==> config.mk <==
export PLATFORM = sky130hd
export DESIGN_NAME = bemf_zero_cross_detector_unit
export DESIGN_NICKNAME = d
export VERILOG_FILES = /design/src/hdl/bzcd_pkg.sv /design/src/hdl/bzcd_bin_div.sv /design/src/hdl/bemf_zero_cross_detector_unit.sv
export SDC_FILE = /design/constraint.sdc
export NUM_CORES = 1
export LEC_CHECK = 0
export BUFFER_PORTS_ARGS = -buffer_cell sky130_fd_sc_hd__buf_2
export CORE_ASPECT_RATIO = 1.5
export CORE_UTILIZATION = 45
export DETAILED_ROUTE_END_ITERATION = 8
export GPL_ROUTABILITY_DRIVEN = 0
export PLACE_DENSITY = 0.65
export SETUP_SLACK_MARGIN = 0.1
export SLEW_MARGIN = 20
export SYNTH_ARGS = -nofsm -noshare
export SYNTH_HDL_FRONTEND = slang
export SYNTH_SLANG_ARGS = --single-unit
==> constraint.sdc <==
create_clock -name clk -period 23.1 [get_ports clk]
set_clock_uncertainty 0.1 [all_clocks]
set_input_delay 4.62 -clock clk [delete_from_list [all_inputs] [get_ports clk]]
set_output_delay 4.62 -clock clk [all_outputs]
set_load 0.01 [all_outputs]
==> src/hdl/bzcd_pkg.sv <==
// Shared types, constants and step tables for the back-EMF zero-crossing detector.
// Used by bzcd_bin_div, bemf_zero_cross_detector_unit and the testbench; no dependencies.
`default_nettype none

package bzcd_pkg;

    // Sizes
    localparam int SAMPLE_BITS = 12;
    localparam int HIST_BINS   = 10;
    localparam int DIFF_W      = SAMPLE_BITS + 1;
    localparam int LVL_W       = 12;
    localparam int CNT4_W      = 4;
    localparam int TIME_W      = 32;
    localparam int SEC_W       = 3;
    localparam int BIN_W       = 4;
    localparam int NUM_STEPS   = 6;
    localparam int CFG_IDX_W   = 3;
    localparam int CFG_DATA_W  = 12;

    // diff vs deadband compare width, level compare width
    localparam int CMP_W     = ((DIFF_W > LVL_W) ? DIFF_W : LVL_W) + 1;
    localparam int SAT_CMP_W = (SAMPLE_BITS > LVL_W) ? SAMPLE_BITS : LVL_W;

    // Bin divider: quotient below HIST_BINS needs QBITS bits
    localparam int QBITS  = $clog2(HIST_BINS);
    localparam int MUL_W  = TIME_W + QBITS;
    localparam int QCNT_W = $clog2(QBITS + 1);

    // Register indexes
    localparam logic [CFG_IDX_W-1:0] CFG_DEADBAND  = 3'd0;
    localparam logic [CFG_IDX_W-1:0] CFG_CONFIRM   = 3'd1;
    localparam logic [CFG_IDX_W-1:0] CFG_BLANK     = 3'd2;
    localparam logic [CFG_IDX_W-1:0] CFG_SAT_LOW   = 3'd3;
    localparam logic [CFG_IDX_W-1:0] CFG_SAT_HIGH  = 3'd4;

    // Register reset values
    localparam logic [LVL_W-1:0]  DEADBAND_RST = 12'd8;
    localparam logic [CNT4_W-1:0] CONFIRM_RST  = 4'd3;
    localparam logic [CNT4_W-1:0] BLANK_RST    = 4'd2;
    localparam logic [LVL_W-1:0]  SAT_LOW_RST  = 12'd50;
    localparam logic [LVL_W-1:0]  SAT_HIGH_RST = 12'd4045;

    // Opcodes
    localparam logic OP_SAMPLE = 1'b0;
    localparam logic OP_COMMUT = 1'b1;

    // Arm modes
    localparam logic [1:0] ARM_NONE = 2'd0;
    localparam logic [1:0] ARM_RISE = 2'd1;
    localparam logic [1:0] ARM_FALL = 2'd2;

    // Phase codes
    localparam logic [1:0] PH_A = 2'd0;
    localparam logic [1:0] PH_B = 2'd1;
    localparam logic [1:0] PH_C = 2'd2;

    typedef struct packed {
        logic              start;
        logic [TIME_W-1:0] delay;
        logic [TIME_W-1:0] period;
    } bzcd_div_req_t;

    typedef struct packed {
        logic             done;
        logic [BIN_W-1:0] bin;
    } bzcd_div_rsp_t;

    // Step table: positive phase
    function automatic logic [1:0] pos_phase(input logic [SEC_W-1:0] sec);
        logic [1:0] ph;
        unique case (sec)
            3'd0, 3'd1: ph = PH_A;
            3'd2, 3'd3: ph = PH_B;
            3'd4, 3'd5: ph = PH_C;
            default:    ph = PH_A;
        endcase
        return ph;
    endfunction

    // Step table: floating phase
    function automatic logic [1:0] flt_phase(input logic [SEC_W-1:0] sec);
        logic [1:0] ph;
        unique case (sec)
            3'd0:    ph = PH_C;
            3'd1:    ph = PH_B;
            3'd2:    ph = PH_A;
            3'd3:    ph = PH_C;
            3'd4:    ph = PH_B;
            3'd5:    ph = PH_A;
            default: ph = PH_C;
        endcase
        return ph;
    endfunction

    function automatic logic [SAMPLE_BITS-1:0] pick_phase(
        input logic [1:0]             ph,
        input logic [SAMPLE_BITS-1:0] a,
        input logic [SAMPLE_BITS-1:0] b,
        input logic [SAMPLE_BITS-1:0] c
    );
        logic [SAMPLE_BITS-1:0] v;
        unique case (ph)
            PH_A:    v = a;
            PH_B:    v = b;
            default: v = c;
        endcase
        return v;
    endfunction

endpackage

`default_nettype wire

==> src/hdl/bzcd_bin_div.sv <==
// Delay-to-period bin unit: min(floor(delay * HIST_BINS / period), HIST_BINS - 1), 0 for period 0.
// Bit-serial restoring division, one quotient bit per cycle. Uses bzcd_pkg.
`default_nettype none

module bzcd_bin_div (
    input  wire logic                    clk,
    input  wire logic                    rst_n,
    input  wire bzcd_pkg::bzcd_div_req_t req,
    output bzcd_pkg::bzcd_div_rsp_t      rsp
);

    localparam logic [1:0] D_IDLE = 2'd0;
    localparam logic [1:0] D_CMP  = 2'd1;
    localparam logic [1:0] D_DIV  = 2'd2;

    logic [1:0]                      state_reg, state_next;
    logic [bzcd_pkg::QCNT_W-1:0]     cnt_reg, cnt_next;
    logic                            done_reg, done_next;

    logic [bzcd_pkg::MUL_W-1:0]      num_reg, num_next;
    logic [bzcd_pkg::MUL_W-1:0]      lim_reg, lim_next;
    logic [bzcd_pkg::TIME_W-1:0]     per_reg, per_next;
    logic [bzcd_pkg::TIME_W-1:0]     rem_reg, rem_next;
    logic [bzcd_pkg::QBITS-1:0]      sh_reg, sh_next;
    logic [bzcd_pkg::QBITS-1:0]      q_reg, q_next;
    logic [bzcd_pkg::BIN_W-1:0]      bin_reg, bin_next;

    logic [bzcd_pkg::TIME_W:0]       trial;
    logic [bzcd_pkg::TIME_W:0]       trial_sub;
    logic                            ge;

    assign trial     = {rem_reg, sh_reg[bzcd_pkg::QBITS-1]};
    assign trial_sub = trial - {1'b0, per_reg};
    assign ge        = trial >= {1'b0, per_reg};

    always_comb
    begin
        state_next = state_reg;
        cnt_next   = cnt_reg;
        done_next  = 1'b0;
        num_next   = num_reg;
        lim_next   = lim_reg;
        per_next   = per_reg;
        rem_next   = rem_reg;
        sh_next    = sh_reg;
        q_next     = q_reg;
        bin_next   = bin_reg;
        unique case (state_reg)
            D_IDLE:
            begin
                if (req.start)
                begin
                    num_next   = bzcd_pkg::MUL_W'(req.delay)
                                 * bzcd_pkg::MUL_W'(bzcd_pkg::HIST_BINS);
                    lim_next   = bzcd_pkg::MUL_W'(req.period)
                                 * bzcd_pkg::MUL_W'(bzcd_pkg::HIST_BINS);
                    per_next   = req.period;
                    state_next = D_CMP;
                end
            end
            D_CMP:
            begin
                // below the cap the quotient fits QBITS bits, so the top
                // part of the numerator is already smaller than the period
                if (per_reg == '0)
                begin
                    bin_next   = '0;
                    done_next  = 1'b1;
                    state_next = D_IDLE;
                end
                else if (num_reg >= lim_reg)
                begin
                    bin_next   = bzcd_pkg::BIN_W'(bzcd_pkg::HIST_BINS - 1);
                    done_next  = 1'b1;
                    state_next = D_IDLE;
                end
                else
                begin
                    rem_next   = num_reg[bzcd_pkg::MUL_W-1:bzcd_pkg::QBITS];
                    sh_next    = num_reg[bzcd_pkg::QBITS-1:0];
                    q_next     = '0;
                    cnt_next   = bzcd_pkg::QCNT_W'(bzcd_pkg::QBITS);
                    state_next = D_DIV;
                end
            end
            D_DIV:
            begin
                rem_next = ge ? trial_sub[bzcd_pkg::TIME_W-1:0]
                              : trial[bzcd_pkg::TIME_W-1:0];
                sh_next  = sh_reg << 1;
                q_next   = bzcd_pkg::QBITS'({q_reg, ge});
                cnt_next = cnt_reg - 1'b1;
                if (cnt_reg == bzcd_pkg::QCNT_W'(1))
                begin
                    bin_next   = bzcd_pkg::BIN_W'(q_next);
                    done_next  = 1'b1;
                    state_next = D_IDLE;
                end
            end
            default:
            begin
                state_next = D_IDLE;
            end
        endcase
    end

    always_ff @(posedge clk or negedge rst_n)
    begin
        if (!rst_n)
        begin
            state_reg <= D_IDLE;
            cnt_reg   <= '0;
            done_reg  <= 1'b0;
        end
        else
        begin
            state_reg <= state_next;
            cnt_reg   <= cnt_next;
            done_reg  <= done_next;
        end
    end

    always_ff @(posedge clk)
    begin
        num_reg <= num_next;
        lim_reg <= lim_next;
        per_reg <= per_next;
        rem_reg <= rem_next;
        sh_reg  <= sh_next;
        q_reg   <= q_next;
        bin_reg <= bin_next;
    end

    assign rsp.done = done_reg;
    assign rsp.bin  = bin_reg;

endmodule

`default_nettype wire

==> src/hdl/bemf_zero_cross_detector_unit.sv <==
// Top level of the back-EMF zero-crossing detector for six-step drives.
// Depends on bzcd_pkg and bzcd_bin_div.
//
//  channel | handshake                  | payload
//  --------+----------------------------+------------------------------------------
//  in      | in_valid / in_stall (out)  | opcode, phase_{a,b,c}_sample, time_now_us,
//          |                            | sector_index, sector_period_us
//  out     | out_valid / out_stall (in) | floating_diff, was_blanked, low/high_saturated,
//          |                            | crossing_found/falling, crossing_delay_us, delay_bin
//  cfg     | cfg_valid / cfg_ready      | cfg_index, cfg_data
//
// One item at a time. An item without a confirmed crossing goes straight from S_IDLE to
// S_PUSH; a confirming item waits in S_BIN for the bit-serial bin divider, which
// produces one quotient bit per cycle.
// The output register holds one result; the next item is taken while it waits.
// Reset loads the register defaults and clears all sector state; no clearing pass.
`default_nettype none

module bemf_zero_cross_detector_unit (
    input  wire logic                                clk,
    input  wire logic                                rst_n,

    input  wire logic                                in_valid,
    output logic                                     in_stall,
    input  wire logic                                opcode,
    input  wire logic [bzcd_pkg::SAMPLE_BITS-1:0]    phase_a_sample,
    input  wire logic [bzcd_pkg::SAMPLE_BITS-1:0]    phase_b_sample,
    input  wire logic [bzcd_pkg::SAMPLE_BITS-1:0]    phase_c_sample,
    input  wire logic [bzcd_pkg::TIME_W-1:0]         time_now_us,
    input  wire logic [bzcd_pkg::SEC_W-1:0]          sector_index,
    input  wire logic [bzcd_pkg::TIME_W-1:0]         sector_period_us,

    output logic                                     out_valid,
    input  wire logic                                out_stall,
    output logic signed [bzcd_pkg::DIFF_W-1:0]       floating_diff,
    output logic                                     was_blanked,
    output logic                                     low_saturated,
    output logic                                     high_saturated,
    output logic                                     crossing_found,
    output logic                                     crossing_falling,
    output logic [bzcd_pkg::TIME_W-1:0]              crossing_delay_us,
    output logic [bzcd_pkg::BIN_W-1:0]               delay_bin,

    input  wire logic                                cfg_valid,
    output logic                                     cfg_ready,
    input  wire logic [bzcd_pkg::CFG_IDX_W-1:0]      cfg_index,
    input  wire logic [bzcd_pkg::CFG_DATA_W-1:0]     cfg_data
);

    localparam logic [1:0] S_IDLE = 2'd0;
    localparam logic [1:0] S_BIN  = 2'd1;
    localparam logic [1:0] S_PUSH = 2'd2;

    // configuration
    logic [bzcd_pkg::LVL_W-1:0]     deadband_reg;
    logic [bzcd_pkg::CNT4_W-1:0]    confirm_reg;
    logic [bzcd_pkg::CNT4_W-1:0]    blank_reg;
    logic [bzcd_pkg::LVL_W-1:0]     sat_low_reg;
    logic [bzcd_pkg::LVL_W-1:0]     sat_high_reg;

    // sector state
    logic [1:0]                     state_reg, state_next;
    logic [bzcd_pkg::SEC_W-1:0]     cur_sector_reg, cur_sector_next;
    logic [bzcd_pkg::TIME_W-1:0]    sec_len_reg, sec_len_next;
    logic [bzcd_pkg::TIME_W-1:0]    sec_start_reg, sec_start_next;
    logic [bzcd_pkg::CNT4_W-1:0]    blank_left_reg, blank_left_next;
    logic [1:0]                     arm_mode_reg, arm_mode_next;
    logic                           sector_done_reg, sector_done_next;
    logic [bzcd_pkg::CNT4_W-1:0]    qual_run_reg, qual_run_next;

    // result staging
    logic signed [bzcd_pkg::DIFF_W-1:0] res_diff_reg, res_diff_next;
    logic                           res_blank_reg, res_blank_next;
    logic                           res_low_reg, res_low_next;
    logic                           res_high_reg, res_high_next;
    logic                           res_found_reg, res_found_next;
    logic                           res_fall_reg, res_fall_next;
    logic [bzcd_pkg::TIME_W-1:0]    res_delay_reg, res_delay_next;
    logic [bzcd_pkg::BIN_W-1:0]     res_bin_reg, res_bin_next;

    // output register
    logic                           out_valid_reg;
    logic signed [bzcd_pkg::DIFF_W-1:0] out_diff_reg;
    logic                           out_blank_reg;
    logic                           out_low_reg;
    logic                           out_high_reg;
    logic                           out_found_reg;
    logic                           out_fall_reg;
    logic [bzcd_pkg::TIME_W-1:0]    out_delay_reg;
    logic [bzcd_pkg::BIN_W-1:0]     out_bin_reg;

    logic                           accept;
    logic                           push;
    logic                           cfg_we;

    logic [bzcd_pkg::SAMPLE_BITS-1:0]  flt_val;
    logic [bzcd_pkg::SAMPLE_BITS-1:0]  pos_val;
    logic signed [bzcd_pkg::DIFF_W-1:0] diff;
    logic signed [bzcd_pkg::CMP_W-1:0] diff_c;
    logic signed [bzcd_pkg::CMP_W-1:0] db_c;
    logic                           at_neg;
    logic                           at_pos;
    logic [bzcd_pkg::CNT4_W-1:0]    need;
    logic                           qual_ok;
    logic [bzcd_pkg::CNT4_W-1:0]    qual_new;
    logic [bzcd_pkg::SEC_W-1:0]     idx_wrap;
    logic [bzcd_pkg::TIME_W-1:0]    delay_now;

    bzcd_pkg::bzcd_div_req_t        div_req;
    bzcd_pkg::bzcd_div_rsp_t        div_rsp;

    assign accept    = in_valid && (state_reg == S_IDLE);
    assign in_stall  = (state_reg != S_IDLE);
    assign push      = (state_reg == S_PUSH) && (!out_valid_reg || !out_stall);
    assign cfg_ready = 1'b1;
    assign cfg_we    = cfg_valid && cfg_ready;

    // diff = floating - positive/2
    assign flt_val = bzcd_pkg::pick_phase(bzcd_pkg::flt_phase(cur_sector_reg),
                                          phase_a_sample, phase_b_sample, phase_c_sample);
    assign pos_val = bzcd_pkg::pick_phase(bzcd_pkg::pos_phase(cur_sector_reg),
                                          phase_a_sample, phase_b_sample, phase_c_sample);
    assign diff    = $signed(bzcd_pkg::DIFF_W'(flt_val) - bzcd_pkg::DIFF_W'(pos_val >> 1));
    assign diff_c  = bzcd_pkg::CMP_W'(diff);
    assign db_c    = $signed(bzcd_pkg::CMP_W'(deadband_reg));
    assign at_neg  = diff_c <= -db_c;
    assign at_pos  = diff_c >= db_c;

    assign need     = (confirm_reg == '0) ? bzcd_pkg::CNT4_W'(1) : confirm_reg;
    assign qual_ok  = (arm_mode_reg == bzcd_pkg::ARM_RISE) ? at_pos : at_neg;
    assign qual_new = !qual_ok ? '0
                    : (qual_run_reg < need) ? qual_run_reg + 1'b1 : qual_run_reg;

    assign idx_wrap  = (sector_index >= bzcd_pkg::SEC_W'(bzcd_pkg::NUM_STEPS))
                     ? sector_index - bzcd_pkg::SEC_W'(bzcd_pkg::NUM_STEPS)
                     : sector_index;
    assign delay_now = time_now_us - sec_start_reg;

    always_comb
    begin
        state_next       = state_reg;
        cur_sector_next  = cur_sector_reg;
        sec_len_next     = sec_len_reg;
        sec_start_next   = sec_start_reg;
        blank_left_next  = blank_left_reg;
        arm_mode_next    = arm_mode_reg;
        sector_done_next = sector_done_reg;
        qual_run_next    = qual_run_reg;
        res_diff_next    = res_diff_reg;
        res_blank_next   = res_blank_reg;
        res_low_next     = res_low_reg;
        res_high_next    = res_high_reg;
        res_found_next   = res_found_reg;
        res_fall_next    = res_fall_reg;
        res_delay_next   = res_delay_reg;
        res_bin_next     = res_bin_reg;
        div_req.start    = 1'b0;
        div_req.delay    = delay_now;
        div_req.period   = sec_len_reg;

        unique case (state_reg)
            S_IDLE:
            begin
                if (accept)
                begin
                    res_diff_next  = '0;
                    res_blank_next = 1'b0;
                    res_low_next   = 1'b0;
                    res_high_next  = 1'b0;
                    res_found_next = 1'b0;
                    res_fall_next  = 1'b0;
                    res_delay_next = '0;
                    res_bin_next   = '0;
                    state_next     = S_PUSH;
                    if (opcode == bzcd_pkg::OP_COMMUT)
                    begin
                        cur_sector_next  = idx_wrap;
                        sec_start_next   = time_now_us;
                        sec_len_next     = sector_period_us;
                        arm_mode_next    = bzcd_pkg::ARM_NONE;
                        sector_done_next = 1'b0;
                        qual_run_next    = '0;
                        blank_left_next  = blank_reg;
                    end
                    else
                    begin
                        res_diff_next = diff;
                        if (blank_left_reg != '0)
                        begin
                            blank_left_next = blank_left_reg - 1'b1;
                            res_blank_next  = 1'b1;
                        end
                        else
                        begin
                            res_low_next  = bzcd_pkg::SAT_CMP_W'(flt_val)
                                            <= bzcd_pkg::SAT_CMP_W'(sat_low_reg);
                            res_high_next = bzcd_pkg::SAT_CMP_W'(flt_val)
                                            >= bzcd_pkg::SAT_CMP_W'(sat_high_reg);
                            if (sector_done_reg)
                            begin
                                // one crossing per sector
                            end
                            else if (arm_mode_reg == bzcd_pkg::ARM_NONE)
                            begin
                                if (at_neg)
                                begin
                                    arm_mode_next = bzcd_pkg::ARM_RISE;
                                    qual_run_next = '0;
                                end
                                else if (at_pos)
                                begin
                                    arm_mode_next = bzcd_pkg::ARM_FALL;
                                    qual_run_next = '0;
                                end
                            end
                            else if (qual_new >= need)
                            begin
                                qual_run_next    = '0;
                                sector_done_next = 1'b1;
                                res_found_next   = 1'b1;
                                res_fall_next    = (arm_mode_reg == bzcd_pkg::ARM_FALL);
                                res_delay_next   = delay_now;
                                div_req.start    = 1'b1;
                                state_next       = S_BIN;
                            end
                            else
                            begin
                                qual_run_next = qual_new;
                            end
                        end
                    end
                end
            end
            S_BIN:
            begin
                if (div_rsp.done)
                begin
                    res_bin_next = div_rsp.bin;
                    state_next   = S_PUSH;
                end
            end
            S_PUSH:
            begin
                if (push)
                begin
                    state_next = S_IDLE;
                end
            end
            default:
            begin
                state_next = S_IDLE;
            end
        endcase
    end

    bzcd_bin_div u_bin_div (
        .clk   (clk),
        .rst_n (rst_n),
        .req   (div_req),
        .rsp   (div_rsp)
    );

    always_ff @(posedge clk or negedge rst_n)
    begin
        if (!rst_n)
        begin
            deadband_reg    <= bzcd_pkg::DEADBAND_RST;
            confirm_reg     <= bzcd_pkg::CONFIRM_RST;
            blank_reg       <= bzcd_pkg::BLANK_RST;
            sat_low_reg     <= bzcd_pkg::SAT_LOW_RST;
            sat_high_reg    <= bzcd_pkg::SAT_HIGH_RST;
            state_reg       <= S_IDLE;
            cur_sector_reg  <= '0;
            sec_len_reg     <= '0;
            sec_start_reg   <= '0;
            blank_left_reg  <= '0;
            arm_mode_reg    <= bzcd_pkg::ARM_NONE;
            sector_done_reg <= 1'b0;
            qual_run_reg    <= '0;
            out_valid_reg   <= 1'b0;
        end
        else
        begin
            if (cfg_we)
            begin
                unique case (cfg_index)
                    bzcd_pkg::CFG_DEADBAND: deadband_reg <= cfg_data;
                    bzcd_pkg::CFG_CONFIRM:  confirm_reg  <= cfg_data[bzcd_pkg::CNT4_W-1:0];
                    bzcd_pkg::CFG_BLANK:    blank_reg    <= cfg_data[bzcd_pkg::CNT4_W-1:0];
                    bzcd_pkg::CFG_SAT_LOW:  sat_low_reg  <= cfg_data;
                    bzcd_pkg::CFG_SAT_HIGH: sat_high_reg <= cfg_data;
                    default:
                    begin
                    end
                endcase
            end
            state_reg       <= state_next;
            cur_sector_reg  <= cur_sector_next;
            sec_len_reg     <= sec_len_next;
            sec_start_reg   <= sec_start_next;
            blank_left_reg  <= blank_left_next;
            arm_mode_reg    <= arm_mode_next;
            sector_done_reg <= sector_done_next;
            qual_run_reg    <= qual_run_next;
            if (push)
            begin
                out_valid_reg <= 1'b1;
            end
            else if (!out_stall)
            begin
                out_valid_reg <= 1'b0;
            end
        end
    end

    always_ff @(posedge clk)
    begin
        res_diff_reg  <= res_diff_next;
        res_blank_reg <= res_blank_next;
        res_low_reg   <= res_low_next;
        res_high_reg  <= res_high_next;
        res_found_reg <= res_found_next;
        res_fall_reg  <= res_fall_next;
        res_delay_reg <= res_delay_next;
        res_bin_reg   <= res_bin_next;
        if (push)
        begin
            out_diff_reg  <= res_diff_reg;
            out_blank_reg <= res_blank_reg;
            out_low_reg   <= res_low_reg;
            out_high_reg  <= res_high_reg;
            out_found_reg <= res_found_reg;
            out_fall_reg  <= res_fall_reg;
            out_delay_reg <= res_delay_reg;
            out_bin_reg   <= res_bin_reg;
        end
    end

    assign out_valid         = out_valid_reg;
    assign floating_diff     = out_diff_reg;
    assign was_blanked       = out_blank_reg;
    assign low_saturated     = out_low_reg;
    assign high_saturated    = out_high_reg;
    assign crossing_found    = out_found_reg;
    assign crossing_falling  = out_fall_reg;
    assign crossing_delay_us = out_delay_reg;
    assign delay_bin         = out_bin_reg;

    a_cross_unblanked: assert property (@(posedge clk) disable iff (!rst_n)
        out_valid && crossing_found |-> !was_blanked)
        else $error("crossing reported on a blanked item");

    a_bin_range: assert property (@(posedge clk) disable iff (!rst_n)
        out_valid |-> delay_bin <= bzcd_pkg::BIN_W'(bzcd_pkg::HIST_BINS - 1))
        else $error("delay bin above top bin");

    a_no_cross_zero: assert property (@(posedge clk) disable iff (!rst_n)
        out_valid && !crossing_found |->
            !crossing_falling && crossing_delay_us == '0 && delay_bin == '0)
        else $error("crossing fields set without a crossing");

    a_div_done_in_bin: assert property (@(posedge clk) disable iff (!rst_n)
        div_rsp.done |-> state_reg == S_BIN)
        else $error("bin divider finished outside bin wait");

endmodule

`default_nettype wire

==> out/metrics.yaml <==
synth.net_count: 2837
yosysTopAreaCell: "edfxtp_1"
cp_slowest_cell: "buf_4"
hold_end: "crossing_delay_us[3]$_DFFE_PP_"
core_sq_um: 53700
hold_path_class: "reg2reg"
path_clk_slew_ns: 0.06
critPathRequiredTime_ns: 23.17
ys.flop_type: "edfxtp_1"
synth_compound_area_share_pct: 15.7
layout_setup_ws_ns: 11.60
wirelength_mm: 64.5
cp-start-kind: "primary input"
ys_seq_elements: 381
place_ws_ns: 11.02
crit_arrival_ns: 11.57
ioPinCount: 181
hold_depth: 0
ys_warn_count: 0
ant_nets: 0
antenna_found_initial: 3
synth-edff-count: 250
grt_pass1_wl_mm: 101
cts_resized: 0
vias: 18814
drt_iter0_markers: 1095
wl_per_cell_microns: 19.5
root_buffer: "clkbuf_16"
slew_violations: 0
start_util_pct: 45.5
h-tree-depth: 2
synth_top_family_by_area: "compound AO/OA/AOI/OAI gates"
insertion_delay_ns: 0.56
synthSimpleGateAreaFrac_pct: 13.3
synth_cell_types: 80
drive_gt1_share_pct: 12.8
reg2reg_depth: 32
gr-total-overflow: 0
synth_mux_area_share_pct: 2.45
cpMostUsedCell: "a21oi_1"
finalSetupTns_ns: 0
synthXorXnorAreaFrac_pct: 4.61
rows: 104
violations: "design-rule violations"
async_reset_ff_share_pct: 34.4
end_kind: "flip-flop"
yosys-top-cells-area: "edfxtp_1 31%, ha_1 15%, dfrtp_1 12%"
min_from: "res_delay_reg[3]$_SDFFCE_PP0P_"
clkSinkCount: 381
ys_top_cells_by_count: "289 x ha_1, 254 x nand2_1, 250 x edfxtp_1"
firstDrtPassIters: 7
yosysMostFrequentCell: "ha_1"
crit_fanout: 75
drc: 10
r2r_start: "cur_sector_reg[2]$_DFFE_PN0P_"
outcome: "finished, violations left"
io_buffers: 179
grt_pass1_vias: 19293
syn_avg_cell_area_sq_um: 10.1
fmax_mhz: 86.9
die_area_sq_um: 55300
nNetsFinal: 3011
critPathKind: "in2reg"
largest_reg_flops: 35
netlist_instances: 2419
setup_violations: 0
synthDominantCellAreaShare_pct: 30.7
cts_buffer_depth: 3
seq_area_frac_synth_pct: 44.2
leakage_uw: 0.0123
numCtsBuffers: 40
grt_max_degree: 102
cts_tree: "yes"
maxSlewHeadroom_pct: 25.4
cts_setup_buffers: 0
powerDensity_nw_per_um2: 179
slowest_delay_ns: 0.82
ir_drop_mv: 0.0919
dp_hpwl_mm: 48.9
postCtsHoldBufs: 0
viasPerCell: 5.68
die_y_microns: 288
area.growth.synth_to_final_pct: 12.4
synthesis.area_sq_um: 24500
cap_viol_max_count: 0
rsz0062_at_grt: "no"
groute.usage.overall_pct: 23.5
r2r-end: "u_bin_div.num_reg[7]$_DFFE_PP_"
fin_crit_sh_pct: 49.8
min_period_ns: 11.50
synthAdderAreaFrac_pct: 15.4
die_x_microns: 192
worst_pin_slew_ns: 1.11
r2r_slack_ns: 14.12
hold_viol: 0
report_power, final:
group / switching (uW) / total, uW / internal, uW
clock: 281 / 678 / 396
sequential: 109 / 1200 / 1090
combinational: 1780 / 3040 / 1260
per-layer routing:
layer	GRT usage [%]	vias to the layer above	routed length [microns]
li1	-	9090	-
met1	25.3	9037	23800
met2	43.6	505	34000
met3	2.97	178	2850
met4	13.5	4	3880
met5	0	-	26
how the worst max path moves through the flow:
stage	start	endpoint	slack (ns)	depth (start not counted)
after floorplan	phase_a_sample[2]	u_bin_div.lim_reg[10]$_DFFE_PP_	5.99	30
after global placement	phase_c_sample[0]	u_bin_div.lim_reg[11]$_DFFE_PP_	11.22	35
after detailed placement	phase_c_sample[0]	u_bin_div.lim_reg[9]$_DFFE_PP_	11.02	35
after CTS	phase_c_sample[0]	u_bin_div.num_reg[7]$_DFFE_PP_	11.59	35
after global routing	phase_c_sample[0]	u_bin_div.lim_reg[13]$_DFFE_PP_	10.98	35
final	phase_c_sample[0]	u_bin_div.num_reg[7]$_DFFE_PP_	11.60	35
area by class of cell:
cell class / instances / area, sq um
Antenna cell: 1 / 2.50
Clock buffer: 53 / 1150
Clock inverter: 19 / 209
Fill cell: 4821 / 26200
Inverter: 214 / 803
Multi-Input combinational cell: 1759 / 12600
Sequential cell: 381 / 10800
Tap cell: 689 / 862
Timing Repair Buffer: 197 / 1040
through the flow:
| step | total power [uW] | instance area, sq um | util [%] | instances | hold WS, ns |
|---|---|---|---|---|---|
| 6_report | 4920 | 27500 | 51.2 | 3313 | 0.309 |
| 2_1_floorplan | 3490 | 24500 | - | 2419 | 0.300 |
| 3_5_place_dp | 4220 | 26200 | 48.7 | 3240 | 0.305 |
| 5_1_grt | 5340 | 27500 | 51.2 | 3313 | 0.323 |
| 3_3_place_gp | 4140 | 26200 | 48.7 | 3240 | 0.300 |
| 4_1_cts | 4940 | 27500 | 51.2 | 3312 | 0.310 |
worst max-delay path: cells and delay by family:
family                     cells  cell delay [ns]
AOI/OAI and AO/OA             15             2.59
buffers and inverters          4             1.47
and+or+nand+nor               11             1.44
adders and majority gates      5             1.41
cells in the final DEF, fill, tap and decap left out, types with 63 or more instances in the layout:
master    netlist  final
ha_1          289    288
nand2_1       254    254
edfxtp_1      250    250
inv_1         213    212
buf_2           6    178
o21ai_0       156    155
a21oi_1       135    133
nor2_1        117    117
dfrtp_1       115    115
xnor2_1        89     89
a21o_1         73     72
nand3_1        63     63
cells by family after synthesis:
kind of cell | Yosys count
other | 1
and+or+nand+nor | 679
buffers and inverters | 279
DFF | 381
AOI/OAI and AO/OA | 595
adders and majority gates | 299
muxes | 57
xor gates and xnor gates | 128
No activity file was read; power rests on OpenSTA's default activity.
